$ cat src/sv/bounded_array_list_engine_top_defines.svh
// Assertion macros for the bounded array list engine.
// Depends on signals named clock and reset in the module that expands them.
`ifndef BOUNDED_ARRAY_LIST_ENGINE_TOP_DEFINES_SVH
`define BOUNDED_ARRAY_LIST_ENGINE_TOP_DEFINES_SVH

// Check that cons holds in the same cycle as ante.
`define BALE_ASSERT_SAME(label, ante, cons, msg) \
   label: assert property (@(posedge clock) disable iff (reset) (ante) |-> (cons)) \
      else $error(msg);

// Check that cons holds in the cycle after ante.
`define BALE_ASSERT_NEXT(label, ante, cons, msg) \
   label: assert property (@(posedge clock) disable iff (reset) (ante) |=> (cons)) \
      else $error(msg);

`endif

$ cat src/sv/bale_pkg.sv
// Shared types and constants for the bounded array list engine.
// No dependencies.
`default_nettype none
package bale_pkg;

   localparam int BALE_CAPACITY = 256;
   localparam int WORD_W        = 32;
   localparam int OP_W          = 3;
   localparam int IDX_W         = 8;
   localparam int ST_W          = 2;
   localparam int CNT_OUT_W     = 9;

   typedef enum logic [OP_W-1:0] {
      OP_READ   = 3'd0,
      OP_WRITE  = 3'd1,
      OP_APPEND = 3'd2,
      OP_REMOVE = 3'd3,
      OP_INSERT = 3'd4,
      OP_SWAP   = 3'd5
   } op_type;

   typedef enum logic [ST_W-1:0] {
      ST_OK        = 2'd0,
      ST_BAD_INDEX = 2'd1,
      ST_FULL      = 2'd2,
      ST_EMPTY     = 2'd3
   } st_type;

   typedef enum logic [2:0] {
      S_IDLE,
      S_EXEC,
      S_READ,
      S_SHIFT,
      S_INS_WR,
      S_SWAP_A,
      S_SWAP_B,
      S_SWAP_C
   } state_type;

   // Index and fill checks on the held item, against the current count.
   typedef struct packed {
      logic ia_ok;
      logic ib_ok;
      logic same;
      logic full;
      logic empty;
   } chk_type;

endpackage
`default_nettype wire

$ cat src/sv/bale_ctrl.sv
// Sequencer for the list operations, with the pointer decrementer
// that walks the insert shift. Depends on bale_pkg.
`default_nettype none
module bale_ctrl
   import bale_pkg::*;
#(
   parameter int CAPACITY = BALE_CAPACITY,
   parameter int ADDR_W   = $clog2(CAPACITY),
   parameter int CNT_W    = $clog2(CAPACITY + 1)
) (
   input  wire logic              clock,
   input  wire logic              reset,
   input  wire logic              accept,
   input  wire logic [OP_W-1:0]   opcode,
   input  wire logic [IDX_W-1:0]  index_a,
   input  wire logic [IDX_W-1:0]  index_b,
   input  wire logic [WORD_W-1:0] value,
   input  wire chk_type           chk,
   input  wire logic [WORD_W-1:0] rd_data,
   output logic                   busy,
   output logic      [CNT_W-1:0]  count,
   output logic                   wr_en,
   output logic      [ADDR_W-1:0] wr_addr,
   output logic      [WORD_W-1:0] wr_data,
   output logic                   rd_en,
   output logic      [ADDR_W-1:0] rd_addr,
   output logic                   rsp_valid,
   output st_type                 rsp_status,
   output logic      [WORD_W-1:0] rsp_data
);

   localparam int CMP_W = (CNT_W > IDX_W) ? CNT_W : IDX_W;

   state_type         state_ff, state_in;
   logic [CNT_W-1:0]  count_ff, count_in;
   logic [CNT_W-1:0]  ptr_ff, ptr_in;
   logic [WORD_W-1:0] hold_ff, hold_in;
   logic              rsp_valid_ff, rsp_valid_in;
   st_type            rsp_status_ff, rsp_status_in;
   logic [WORD_W-1:0] rsp_data_ff, rsp_data_in;
   logic [CNT_W-1:0]  ptr_dec;
   logic [CNT_W-1:0]  count_m1;
   logic              ptr_last;

   always_ff @(posedge clock) begin
      if (reset) begin
         state_ff     <= S_IDLE;
         count_ff     <= '0;
         rsp_valid_ff <= 1'b0;
      end else begin
         state_ff     <= state_in;
         count_ff     <= count_in;
         rsp_valid_ff <= rsp_valid_in;
      end
   end

   always_ff @(posedge clock) begin
      ptr_ff        <= ptr_in;
      hold_ff       <= hold_in;
      rsp_status_ff <= rsp_status_in;
      rsp_data_ff   <= rsp_data_in;
   end

   // pointer decrementer: steps the shift pointer down one place a cycle
   assign ptr_dec  = ptr_ff - CNT_W'(1);
   assign count_m1 = count_ff - CNT_W'(1);
   assign ptr_last = (CMP_W'(ptr_dec) == CMP_W'(index_a));

   always_comb begin
      state_in      = state_ff;
      count_in      = count_ff;
      ptr_in        = ptr_ff;
      hold_in       = hold_ff;
      rsp_valid_in  = 1'b0;
      rsp_status_in = rsp_status_ff;
      rsp_data_in   = rsp_data_ff;
      wr_en         = 1'b0;
      wr_addr       = ADDR_W'(index_a);
      wr_data       = value;
      rd_en         = 1'b0;
      rd_addr       = ADDR_W'(index_a);

      case (state_ff)
         S_IDLE: begin
            if (accept) begin
               state_in = S_EXEC;
            end
         end
         S_EXEC: begin
            rsp_data_in   = '0;
            rsp_status_in = ST_OK;
            state_in      = S_IDLE;
            rsp_valid_in  = 1'b1;
            case (op_type'(opcode))
               OP_READ: begin
                  if (chk.ia_ok) begin
                     rd_en        = 1'b1;
                     state_in     = S_READ;
                     rsp_valid_in = 1'b0;
                  end else begin
                     rsp_status_in = ST_BAD_INDEX;
                  end
               end
               OP_WRITE: begin
                  if (chk.ia_ok) begin
                     wr_en = 1'b1;
                  end else begin
                     rsp_status_in = ST_BAD_INDEX;
                  end
               end
               OP_APPEND: begin
                  if (chk.full) begin
                     rsp_status_in = ST_FULL;
                  end else begin
                     wr_en    = 1'b1;
                     wr_addr  = ADDR_W'(count_ff);
                     count_in = count_ff + CNT_W'(1);
                  end
               end
               OP_REMOVE: begin
                  if (chk.empty) begin
                     rsp_status_in = ST_EMPTY;
                  end else begin
                     count_in = count_m1;
                  end
               end
               OP_INSERT: begin
                  if (chk.full) begin
                     rsp_status_in = ST_FULL;
                  end else if (chk.ia_ok) begin
                     ptr_in       = count_ff;
                     rd_en        = 1'b1;
                     rd_addr      = ADDR_W'(count_m1);
                     state_in     = S_SHIFT;
                     rsp_valid_in = 1'b0;
                  end else begin
                     rsp_status_in = ST_BAD_INDEX;
                  end
               end
               OP_SWAP: begin
                  if (chk.ia_ok && chk.ib_ok && !chk.same) begin
                     rd_en        = 1'b1;
                     state_in     = S_SWAP_A;
                     rsp_valid_in = 1'b0;
                  end else begin
                     rsp_status_in = ST_BAD_INDEX;
                  end
               end
               default: begin
                  rsp_status_in = ST_BAD_INDEX;
               end
            endcase
         end
         S_READ: begin
            rsp_data_in  = rd_data;
            state_in     = S_IDLE;
            rsp_valid_in = 1'b1;
         end
         S_SHIFT: begin
            // move the word read last cycle up one place, fetch the next
            wr_en   = 1'b1;
            wr_addr = ADDR_W'(ptr_ff);
            wr_data = rd_data;
            ptr_in  = ptr_dec;
            if (ptr_last) begin
               state_in = S_INS_WR;
            end else begin
               rd_en   = 1'b1;
               rd_addr = ADDR_W'(ptr_dec - CNT_W'(1));
            end
         end
         S_INS_WR: begin
            wr_en        = 1'b1;
            count_in     = count_ff + CNT_W'(1);
            state_in     = S_IDLE;
            rsp_valid_in = 1'b1;
         end
         S_SWAP_A: begin
            hold_in  = rd_data;
            rd_en    = 1'b1;
            rd_addr  = ADDR_W'(index_b);
            state_in = S_SWAP_B;
         end
         S_SWAP_B: begin
            wr_en    = 1'b1;
            wr_data  = rd_data;
            state_in = S_SWAP_C;
         end
         S_SWAP_C: begin
            wr_en        = 1'b1;
            wr_addr      = ADDR_W'(index_b);
            wr_data      = hold_ff;
            state_in     = S_IDLE;
            rsp_valid_in = 1'b1;
         end
         default: begin
            state_in = S_IDLE;
         end
      endcase
   end

   assign busy       = (state_ff != S_IDLE);
   assign count      = count_ff;
   assign rsp_valid  = rsp_valid_ff;
   assign rsp_status = rsp_status_ff;
   assign rsp_data   = rsp_data_ff;

endmodule
`default_nettype wire
$ cat config.mk
export PLATFORM = sky130hd
export DESIGN_NAME = bale_ctrl
export DESIGN_NICKNAME = d
export VERILOG_FILES = /design/src/sv/bounded_array_list_engine_top_defines.svh /design/src/sv/bale_pkg.sv /design/src/sv/bale_ctrl.sv
export SDC_FILE = /design/constraint.sdc
export NUM_CORES = 1
export LEC_CHECK = 0
export ABC_AREA = 0
export BUFFER_PORTS_ARGS = -buffer_cell sky130_fd_sc_hd__buf_2
export CAP_MARGIN = 20
export CORE_UTILIZATION = 58
export CTS_BUF_LIST = sky130_fd_sc_hd__clkbuf_8
export DETAILED_ROUTE_END_ITERATION = 10
export PLACE_DENSITY = 0.94
export REMOVE_ABC_BUFFERS = 1
export SKIP_LAST_GASP = 1
export SLEW_MARGIN = 20
export SYNTH_ARGS = -nofsm -noshare
export SYNTH_HDL_FRONTEND = slang
export SYNTH_SLANG_ARGS = --single-unit
$ cat constraint.sdc
create_clock -name clock -period 5.2 [get_ports clock]
set_input_delay 1.04 -clock clock [delete_from_list [all_inputs] [get_ports clock]]
set_output_delay 1.04 -clock clock [all_outputs]
set_load 0.005 [all_outputs]
Yosys cells after proc, flatten, opt, wreduce, memory -nomap -nowiden
Cells that the tools add are included.

cells by class
  add/subtract/negate cells = 4
  equality and inequality tests = 21
  multiplexer cells = 46
  reduce and logical (&&, ||, !) cells = 16

operators with widths
  cell                                              number
  case mux 32 bit (2 select lines)                  2
  case mux 9 bit (2 select lines)                   3
  2-to-1 mux 8 bit                                  6
  case mux 8 bit (3 select lines)                   2
  2-to-1 mux 9 bit                                  5
  == test 3 bit, second input constant              6
  case mux 3 bit (6 select lines)                   1
  subtractor 9 x 1 -> 9 bit, second input constant  2
  == test 3 x 2 -> 1 bit, second input constant     4
  2-to-1 mux 2 bit                                  6
  2-to-1 mux 1 bit                                  10
  case mux 2 bit (5 select lines)                   1
  adder 9 x 1 -> 9 bit, second input constant       1
  == test 9 x 8 -> 1 bit                            1
  2-to-1 mux 3 bit                                  3
  case mux 1 bit (3 select lines)                   3
  case mux 3 bit (3 select lines)                   1
  != test 2 bit, second input constant              4
  AND reduction 4 bit                               2
  subtractor 8 x 1 -> 8 bit, second input constant  1
  == test 3 x 1 -> 1 bit, second input constant     2
  logical NOT 3 bit                                 2
  != test 3 bit, second input constant              2
  case mux 1 bit (2 select lines)                   3
  10 further kinds                                  14

word-level totals
  flip-flop bits (word level) = 88
  output and inout bits = 95

Depth between registers and ports, before layout
Gate-level depths: netlist of the first run.

  depth after elaboration = 5
  gate-level depth with buffers = 11

Least setup slack after synthesis of the first run
Ideal clock, no wire load.

  kind = input port to output port
  start point = input index_a[6]
  end point = output rd_addr[0]
  arrival time = 2.932 ns
  path slack = 1.228 ns
  stages = 9
  path buffers = 3
  cell sequence = clkbuf_1 -> xor2_1 -> nand2_1 -> o2111ai_1 -> or4b_1 -> buf_2 -> or3_1 -> buf_2 -> a211oi_1

between the ends
  word-level cells in the longest chain between the ends = 3

ends and longest elaborated chain
  item                             RTL line          source
  start, declared                  bale_ctrl.sv:15   input wire logic [IDX_W-1:0] index_a,
  == test 9 x 8 -> 1 bit           bale_ctrl.sv:67   assign ptr_last = (CMP_W'(ptr_dec) == CMP_W'(index_a));
  2-to-1 mux 8 bit                 bale_ctrl.sv:165  if (ptr_last) begin
  case mux 8 bit (3 select lines)  bale_ctrl.sv:83   case (state_ff)
  end, declared                    bale_ctrl.sv:26   output logic [ADDR_W-1:0] rd_addr,

No other way between the ends.

Worst setup path in the final report of the first run
  start point = register ptr_ff[0]
  end point = output rd_addr[1]

between the ends
  word-level cells in the longest chain between the ends = 4

ends and longest elaborated chain
  item                                                                 RTL line                           source
  start, declared                                                      bale_ctrl.sv:36                    logic [CNT_W-1:0] ptr_ff, ptr_in;
  start signal, assigned                                               bale_ctrl.sv:58                    ptr_ff <= ptr_in;
  subtractor 9 x 1 -> 9 bit *                                          bale_ctrl.sv:65                    assign ptr_dec = ptr_ff - CNT_W'(1);
  subtractor 8 x 1 -> 8 bit or == test 9 x 8 -> 1 bit (tied branches)  bale_ctrl.sv:169, bale_ctrl.sv:67
  2-to-1 mux 8 bit *                                                   bale_ctrl.sv:165
  case mux 8 bit (3 select lines) *                                    bale_ctrl.sv:83

Every way passes the cells marked *; elsewhere a longest branch is shown, timed or not.

==> results of run 1 <==
## worst paths after layout
kind / cells after the start / slack, ns / startpoint / to
worst min-delay path: 2 / 0.59 / count[8] / count[8]
worst min register to register: 2 / 0.59 / count[8] / count[8]
worst max-delay path: 9 / 0.29 / ptr_ff[0] / rd_addr[1]
worst max register to register: 8 / 1.88 / ptr_ff[0] / state_ff[2]
## kinds of logic after synthesis
| kind of cell | after synthesis | synth area share [%] |
|---|---|---|
| simple gates | 219 | 19.88 |
| xor+xnor | 27 | 4.234 |
| flops | 88 | 42.51 |
| mux | 42 | 7.832 |
| compound gates | 181 | 19.96 |
| buf+inv | 67 | 4.530 |
| fa+ha+maj | 5 | 1.058 |
## flip-flops by register name, indices dropped and copies added, names as in the netlist
signal and cells:
rsp_status 2, rsp_valid 1, rsp_data 32, count 9, state_ff 3, ptr_ff 9, hold_ff 32
## worst max-delay path, delay by kind of cell, from the launching register on
family / cells / cell delay, ns
XOR/XNOR: 2 / 0.68
AND/OR/NAND/NOR: 2 / 1.22
flip-flops: 1 / 0.62
adder cells (fa/ha/maj): 1 / 0.30
buffers and inverters: 2 / 0.28
AO/OA/AOI/OAI: 2 / 0.42
## per-layer routing
layer / track usage (%) / routed length [µm]
met1: 43.17 / 7152
met2: 56.51 / 8881
met3: 5.356 / 1617
met4: 13.43 / 459
met5: 0 / 0
## power groups by stage
stage | sequential, W | clock, W | combinational [W]
5_1_grt | 0.000796 | 0.000558 | 0.000290
6_report | 0.000794 | 0.000520 | 0.000267
3_3_place_gp | 0.000809 | 0 | 0.000255
4_1_cts | 0.000794 | 0.000526 | 0.000264
3_5_place_dp | 0.000810 | 0 | 0.000262
2_1_floorplan | 0.000815 | 0 | 0.000125
## through the flow
step / worst slack (ns) / util, % / total power, W / hold slack, ns / cell area (µm²)
2_1_floorplan: 0.1635 / - / 0.0009398 / 0.5235 / 5680
4_1_cts: 0.3493 / 72.26 / 0.001583 / 0.5785 / 7096
5_1_grt: 0.1210 / 72.26 / 0.001644 / 0.6506 / 7096
3_3_place_gp: 0.8897 / 70.03 / 0.001064 / 0.5385 / 6877
3_5_place_dp: 0.7545 / 70.03 / 0.001072 / 0.5546 / 6877
6_report: 0.2853 / 72.26 / 0.001581 / 0.5897 / 7096
## synthesized netlist by cell type, types with 7 or more instances
cell | number | area share (%)
a211oi_1 | 9 | 1.1
and2_1 | 35 | 3.7
nand2_1 | 68 | 4.3
a221o_1 | 7 | 1.2
nand4_1 | 11 | 1.2
nor2b_1 | 11 | 1.2
nand2b_1 | 8 | 0.85
inv_1 | 10 | 0.64
xor2_1 | 9 | 1.3
o21ai_0 | 61 | 5.2
mux2i_1 | 8 | 1.4
mux2_2 | 33 | 6.3
dfxtp_1 | 13 | 4.4
a21oi_1 | 23 | 1.9
nor2_1 | 35 | 2.2
clkbuf_1 | 48 | 3.0
a22oi_1 | 34 | 4.3
xnor2_1 | 17 | 2.5
edfxtp_1 | 75 | 38
## layout make-up
| class | instances | area, µm² | share of cell area, % |
|---|---|---|---|
| Inverter | 10 | 37.54 | 0.5290 |
| Clock buffer | 9 | 123.9 | 1.746 |
| Timing Repair Buffer | 197 | 1016 | 14.32 |
| Multi-Input combinational cell | 474 | 3142 | 44.28 |
| Tap cell | 133 | 166.4 | 2.345 |
| Sequential cell | 88 | 2515 | 35.44 |
| Clock inverter | 7 | 95.09 | 1.340 |
==> reports/results.tsv, run 1 <==
stage	metric	value	unit
clock_network	h-tree-depth	3	
setup_path	critPathArrivalTime	3.87	ns
timing	hold_viol_final	0	
floorplan	rows	36	
clock_network	cts_tree	built	
placement	dp_hpwl	12880	µm
yosys	syn_area_per_cell	9.397	µm²
power	internal-power	0.001176	W
yosys	synth_edf_count	75	
yosys	syn_inst	629	
power	ir_worst_vdd	0.1766	mV
setup_path	critPathCaptureType	output pin	
floorplan	start_util	60.19	%
detailed_routing	vias_per_cell	6.310	
clock_network	clkSinkCount	88	
yosys	synth_ff_type	edfxtp_1	
worst_hold_path	hp-class	reg2reg	
detailed_routing	postRouteAntennaNets	0	
yosys	yosys_warnings	0	
setup_path	crit_path_start_kind	register	
cells_and_area	n_antenna_cell	0	
detailed_routing	dr.pass1.iters	8	
power	p_leak	2.910	nW
cells_and_area	layout_commonest_cell	buf_2	
timing	fmax	0.2035	GHz
timing	worst_pin_slew	1.053	ns
power	p_per_area	222.8	mW/mm²
setup_path	worstPathRequired	4.16	ns
yosys	synthArstFlopShare	0	%
placement	numPortBuffers	185	
timing	finalClockSkew	0.005603	ns
yosys	yosys_register_bits	88	
setup_path	slowest_delay	0.67	ns
job	maxCapViolations	0	
clock_network	cts_max_path_buffers	2	
power	clockPowerShare	32.9	%
cells_and_area	fill_cells	728	
placement	placed_cells	902	
power	p_sw	0.0004045	W
clock_network	cts_setup_buffers	0	
clock_network	cts-resized-gates	0	
cells_and_area	area_growth	20.05	%
global_route	grt_max_degree	65	
clock_network	worstSkewPairLatency	0.35	ns
detailed_routing	vias	5793	
cells_and_area	nets	876	
timing	tns	0	ns
cells_and_area	final_cell_mix	185 x buf_2, 75 x edfxtp_1, 68 x nand2_1	
detailed_routing	dr.first_iter.drc_count	429	
setup_path	critical_path_class	reg2out	
global_route	grt_pass1_vias	5185	
placement	gp_routability_congestion	1.083	
timing	max_slew_margin	29.69	%
global_route	grt_antenna_before_repair	0	
global_route	grt.total_usage	33.50	%
setup_path	worstPathCellList	inv_1 -> ha_1 -> xnor2_1 -> xor2_1 -> o2111ai_1 -> or4b_1 -> or3_1 -> a211oi_1 -> buf_2	
clock_network	cts_buffers	9	
clock_network	clock-root-buffer	clkbuf_8	
power	p_seq_share	50.2	%
power	comb_power_share	16.9	%
timing	rsz0062_at_grt	false	
yosys	synthDistinctLibCells	64	
detailed_routing	wirelength	18110	µm
floorplan	die_x	103.0	µm
floorplan	die-area	0.01060	mm²
cells_and_area	drive_above_1_share	33.12	%
detailed_routing	wl_per_cell	19.73	µm
clock_network	path_clk_slew	0.09	ns
timing	period_share	94.51	%
yosys	seq_area_frac_synth	42.51	%
floorplan	die_h	103.0	µm
setup_path	cp_max_fo	12	
setup_path	crit_slowest_cell	or4b_1	
timing	period_minus_slack	4.915	ns
global_route	grt_pass1_wl	26860	µm
yosys	syn_area	0.005911	mm²
power	sw_frac_of_total	25.59	%
detailed_routing	drc_errors	0	
status	status	finished, final reports clean	
timing	finalSetupViolCount	0	
clock_network	hold_buffers	0	
timing	drv_slew	0	
floorplan	coreArea	0.009819	mm²
global_route	grt-ovfl-total	0	
floorplan	ios	186	
cells_and_area	fin_cells	918	
(Power assumes the default switching activity.)
==> run 2, diff against run 1 <==
--- a/config.mk
+++ b/config.mk
@@ -12,7 +12,6 @@
 export CTS_BUF_LIST = sky130_fd_sc_hd__clkbuf_8
 export DETAILED_ROUTE_END_ITERATION = 10
 export PLACE_DENSITY = 0.94
-export REMOVE_ABC_BUFFERS = 1
 export SKIP_LAST_GASP = 1
 export SLEW_MARGIN = 20
 export SYNTH_ARGS = -nofsm -noshare
==> reports/results.tsv, run 2 (synthesized netlist as in run 1, its figures left out) <==
stage	metric	value	unit	change
power	p_per_area	219.5	mW/mm²	-1.5%
setup_path	worstPathRequired	4.16	ns	about the same
clock_network	cts_buffers	9		unchanged
clock_network	path_clk_slew	0.10	ns	about the same
worst_hold_path	hp-start	count[8]		
global_route	grt-ovfl-total	0		unchanged
setup_path	r2r_setup_slack	1.96	ns	+0.08 ns
timing	finalSetupViolCount	0		unchanged
power	p_leak	2.878	nW	-1.1%
timing	rsz0062_at_grt	false		
clock_network	h-tree-depth	3		unchanged
floorplan	rows	36		unchanged
clock_network	hold_buffers	0		unchanged
setup_path	slowest_delay	0.66	ns	about the same
clock_network	cts-resized-gates	0		unchanged
cells_and_area	layout_commonest_cell	buf_2		
cells_and_area	final_cell_mix	185 x buf_2, 75 x edfxtp_1, 68 x nand2_1		
cells_and_area	drive_above_1_share	32.74	%	-0.38 points
clock_network	clock-root-buffer	clkbuf_8		
clock_network	worstSkewPairLatency	0.37	ns	+0.02 ns
global_route	grt_pass1_wl	26300	µm	-2.1%
cells_and_area	area_growth	19.26	%	
detailed_routing	dr.first_iter.drc_count	383		-11%
placement	placed_cell_area	0.006854	mm²	-0.33%
job	maxCapViolations	0		unchanged
worst_hold_path	whs_endpoint	count[8]		
placement	gp_routability_congestion	0.9298		-14%
worst_hold_path	hp-class	reg2reg		
cells_and_area	fin_cells	916		-0.22%
placement	dp_hpwl	12230	µm	-5.1%
detailed_routing	wl_met3	1542	µm	-4.6%
detailed_routing	wl_met2	8499	µm	-4.3%
timing	fmax	0.2070	GHz	+1.7%
setup_path	rr_worst_depth	8		unchanged
clock_network	cts_setup_buffers	0		unchanged
detailed_routing	maxUsedRoutingLayer	met4		
detailed_routing	vias	5691		-1.8%
yosys	synthesis.nets	725		
detailed_routing	drc_errors	0		unchanged
setup_path	critical_path_class	reg2out		
timing	drv_slew	0		unchanged
placement	numPortBuffers	185		unchanged
global_route	grt_max_degree	65		unchanged
detailed_routing	vias_per_cell	6.213		-1.5%
setup_path	critical_path.startpoint	ptr_ff[0]		
setup_path	cp_top_family	simple AND/OR/NAND/NOR gates		
setup_path	r2r-end	state_ff[2]		
setup_path	critPathArrivalTime	3.79	ns	-0.08 ns
floorplan	die_x	103.0	µm	unchanged
clock_network	clkSinkCount	88		unchanged
setup_path	critPathCaptureType	output pin		
floorplan	die-area	0.01060	mm²	unchanged
timing	period_minus_slack	4.830	ns	-0.08423 ns
setup_path	r2r_start	ptr_ff[0]		
setup_path	crit_path_start_kind	register		
cells_and_area	fin_area	0.007049	mm²	-0.65%
placement	placed_cells	899		-0.33%
timing	tns	0	ns	unchanged
detailed_routing	postRouteAntennaNets	0		unchanged
detailed_routing	wl_per_cell	19.11	µm	-3.1%
global_route	grt_antenna_before_repair	1		+1
floorplan	start_util	60.19	%	unchanged
timing	hold_viol_final	0		unchanged
detailed_routing	dr.pass1.iters	5		-3
floorplan	coreArea	0.009819	mm²	unchanged
detailed_routing	drt-met1-wl	6838	µm	-4.4%
setup_path	worstPathCellList	inv_1 -> ha_1 -> xnor2_1 -> xor2_1 -> o2111ai_1 -> or4b_1 -> or3_1 -> a211oi_1 -> buf_2		
global_route	grt_pass1_vias	5289		+2.0%
clock_network	cts_max_path_buffers	2		unchanged
setup_path	cp_max_fo	12		unchanged
clock_network	cts_tree	built		
floorplan	ios	186		unchanged
timing	finalClockSkew	0.01470	ns	+0.009096 ns
timing	period_share	92.89	%	-1.6 points
floorplan	die_h	103.0	µm	unchanged
setup_path	timing.critical_path.buf_inv	2		unchanged
cells_and_area	nets	873		-0.34%
worst_hold_path	whs_path_depth	2		unchanged
timing	worst_pin_slew	1.049	ns	-0.004273 ns
power	ir_worst_vdd	0.1163	mV	-34%
detailed_routing	wirelength	17500	µm	-3.4%
status	status	finished, final reports clean		
timing	max_slew_margin	29.98	%	+0.29 points
setup_path	crit_slowest_cell	or4b_1		
global_route	grt.total_usage	32.79	%	-0.71 points
-- run 2: worst register-to-register path, stage by stage (launching register included) --
cell and delay [ns]:
edfxtp_1 0.60, inv_1 0.12, ha_1 0.30, xnor2_1 0.46
xor2_1 0.20, o2111ai_1 0.14, or4b_1 0.66, nor4_1 0.51
o21a_1 0.20
-- run 2: worst max path at each step --
stage	end	cells past startpoint	slack, ns
2_1_floorplan	rd_addr[0]	9	1.23
3_3_place_gp	rd_addr[0]	8	0.95
3_5_place_dp	rd_addr[4]	8	0.82
5_1_grt	rd_addr[4]	9	0.18
4_1_cts	rd_addr[4]	9	0.44
6_report	rd_addr[4]	9	0.37
-- run 2: through the flow --
stage | utilization [%] | hold slack [ns] | power, W | worst slack, ns
5_1_grt | 71.79 | 0.5704 | 0.001605 | 0.1807
6_report | 71.79 | 0.5527 | 0.001547 | 0.3696
2_1_floorplan | - | 0.5235 | 0.0009499 | 1.228
4_1_cts | 71.76 | 0.5571 | 0.001544 | 0.4430
3_3_place_gp | 69.80 | 0.5240 | 0.001062 | 0.9492
3_5_place_dp | 69.80 | 0.5248 | 0.001071 | 0.8190
-- run 2: power by group --
group	leakage, nW	switching (W)	internal, W
combinational	1.96	0.000147	0.000121
clock	0.0991	0.000266	0.000223
sequential	0.819	0.00000836	0.000782
-- run 2: cell type report --
| cell class | instances | area, µm² |
|---|---|---|
| multi-input combinational | 474 | 3142 |
| clock buffer | 9 | 123.9 |
| antenna | 1 | 2.502 |
| clock inverter | 7 | 68.82 |
| sequential | 88 | 2515 |
| inverter | 10 | 37.54 |
| tap | 133 | 166.4 |
| timing repair buffer | 194 | 993.5 |
| fill | 715 | 2770 |
-- run 2: metal layers --
metal | vias up | global-route usage (%)
li1 | 2634 | -
met1 | 2683 | 40.47
met2 | 326 | 55.28
met3 | 48 | 5.763
met4 | 0 | 16.79
met5 | - | 0
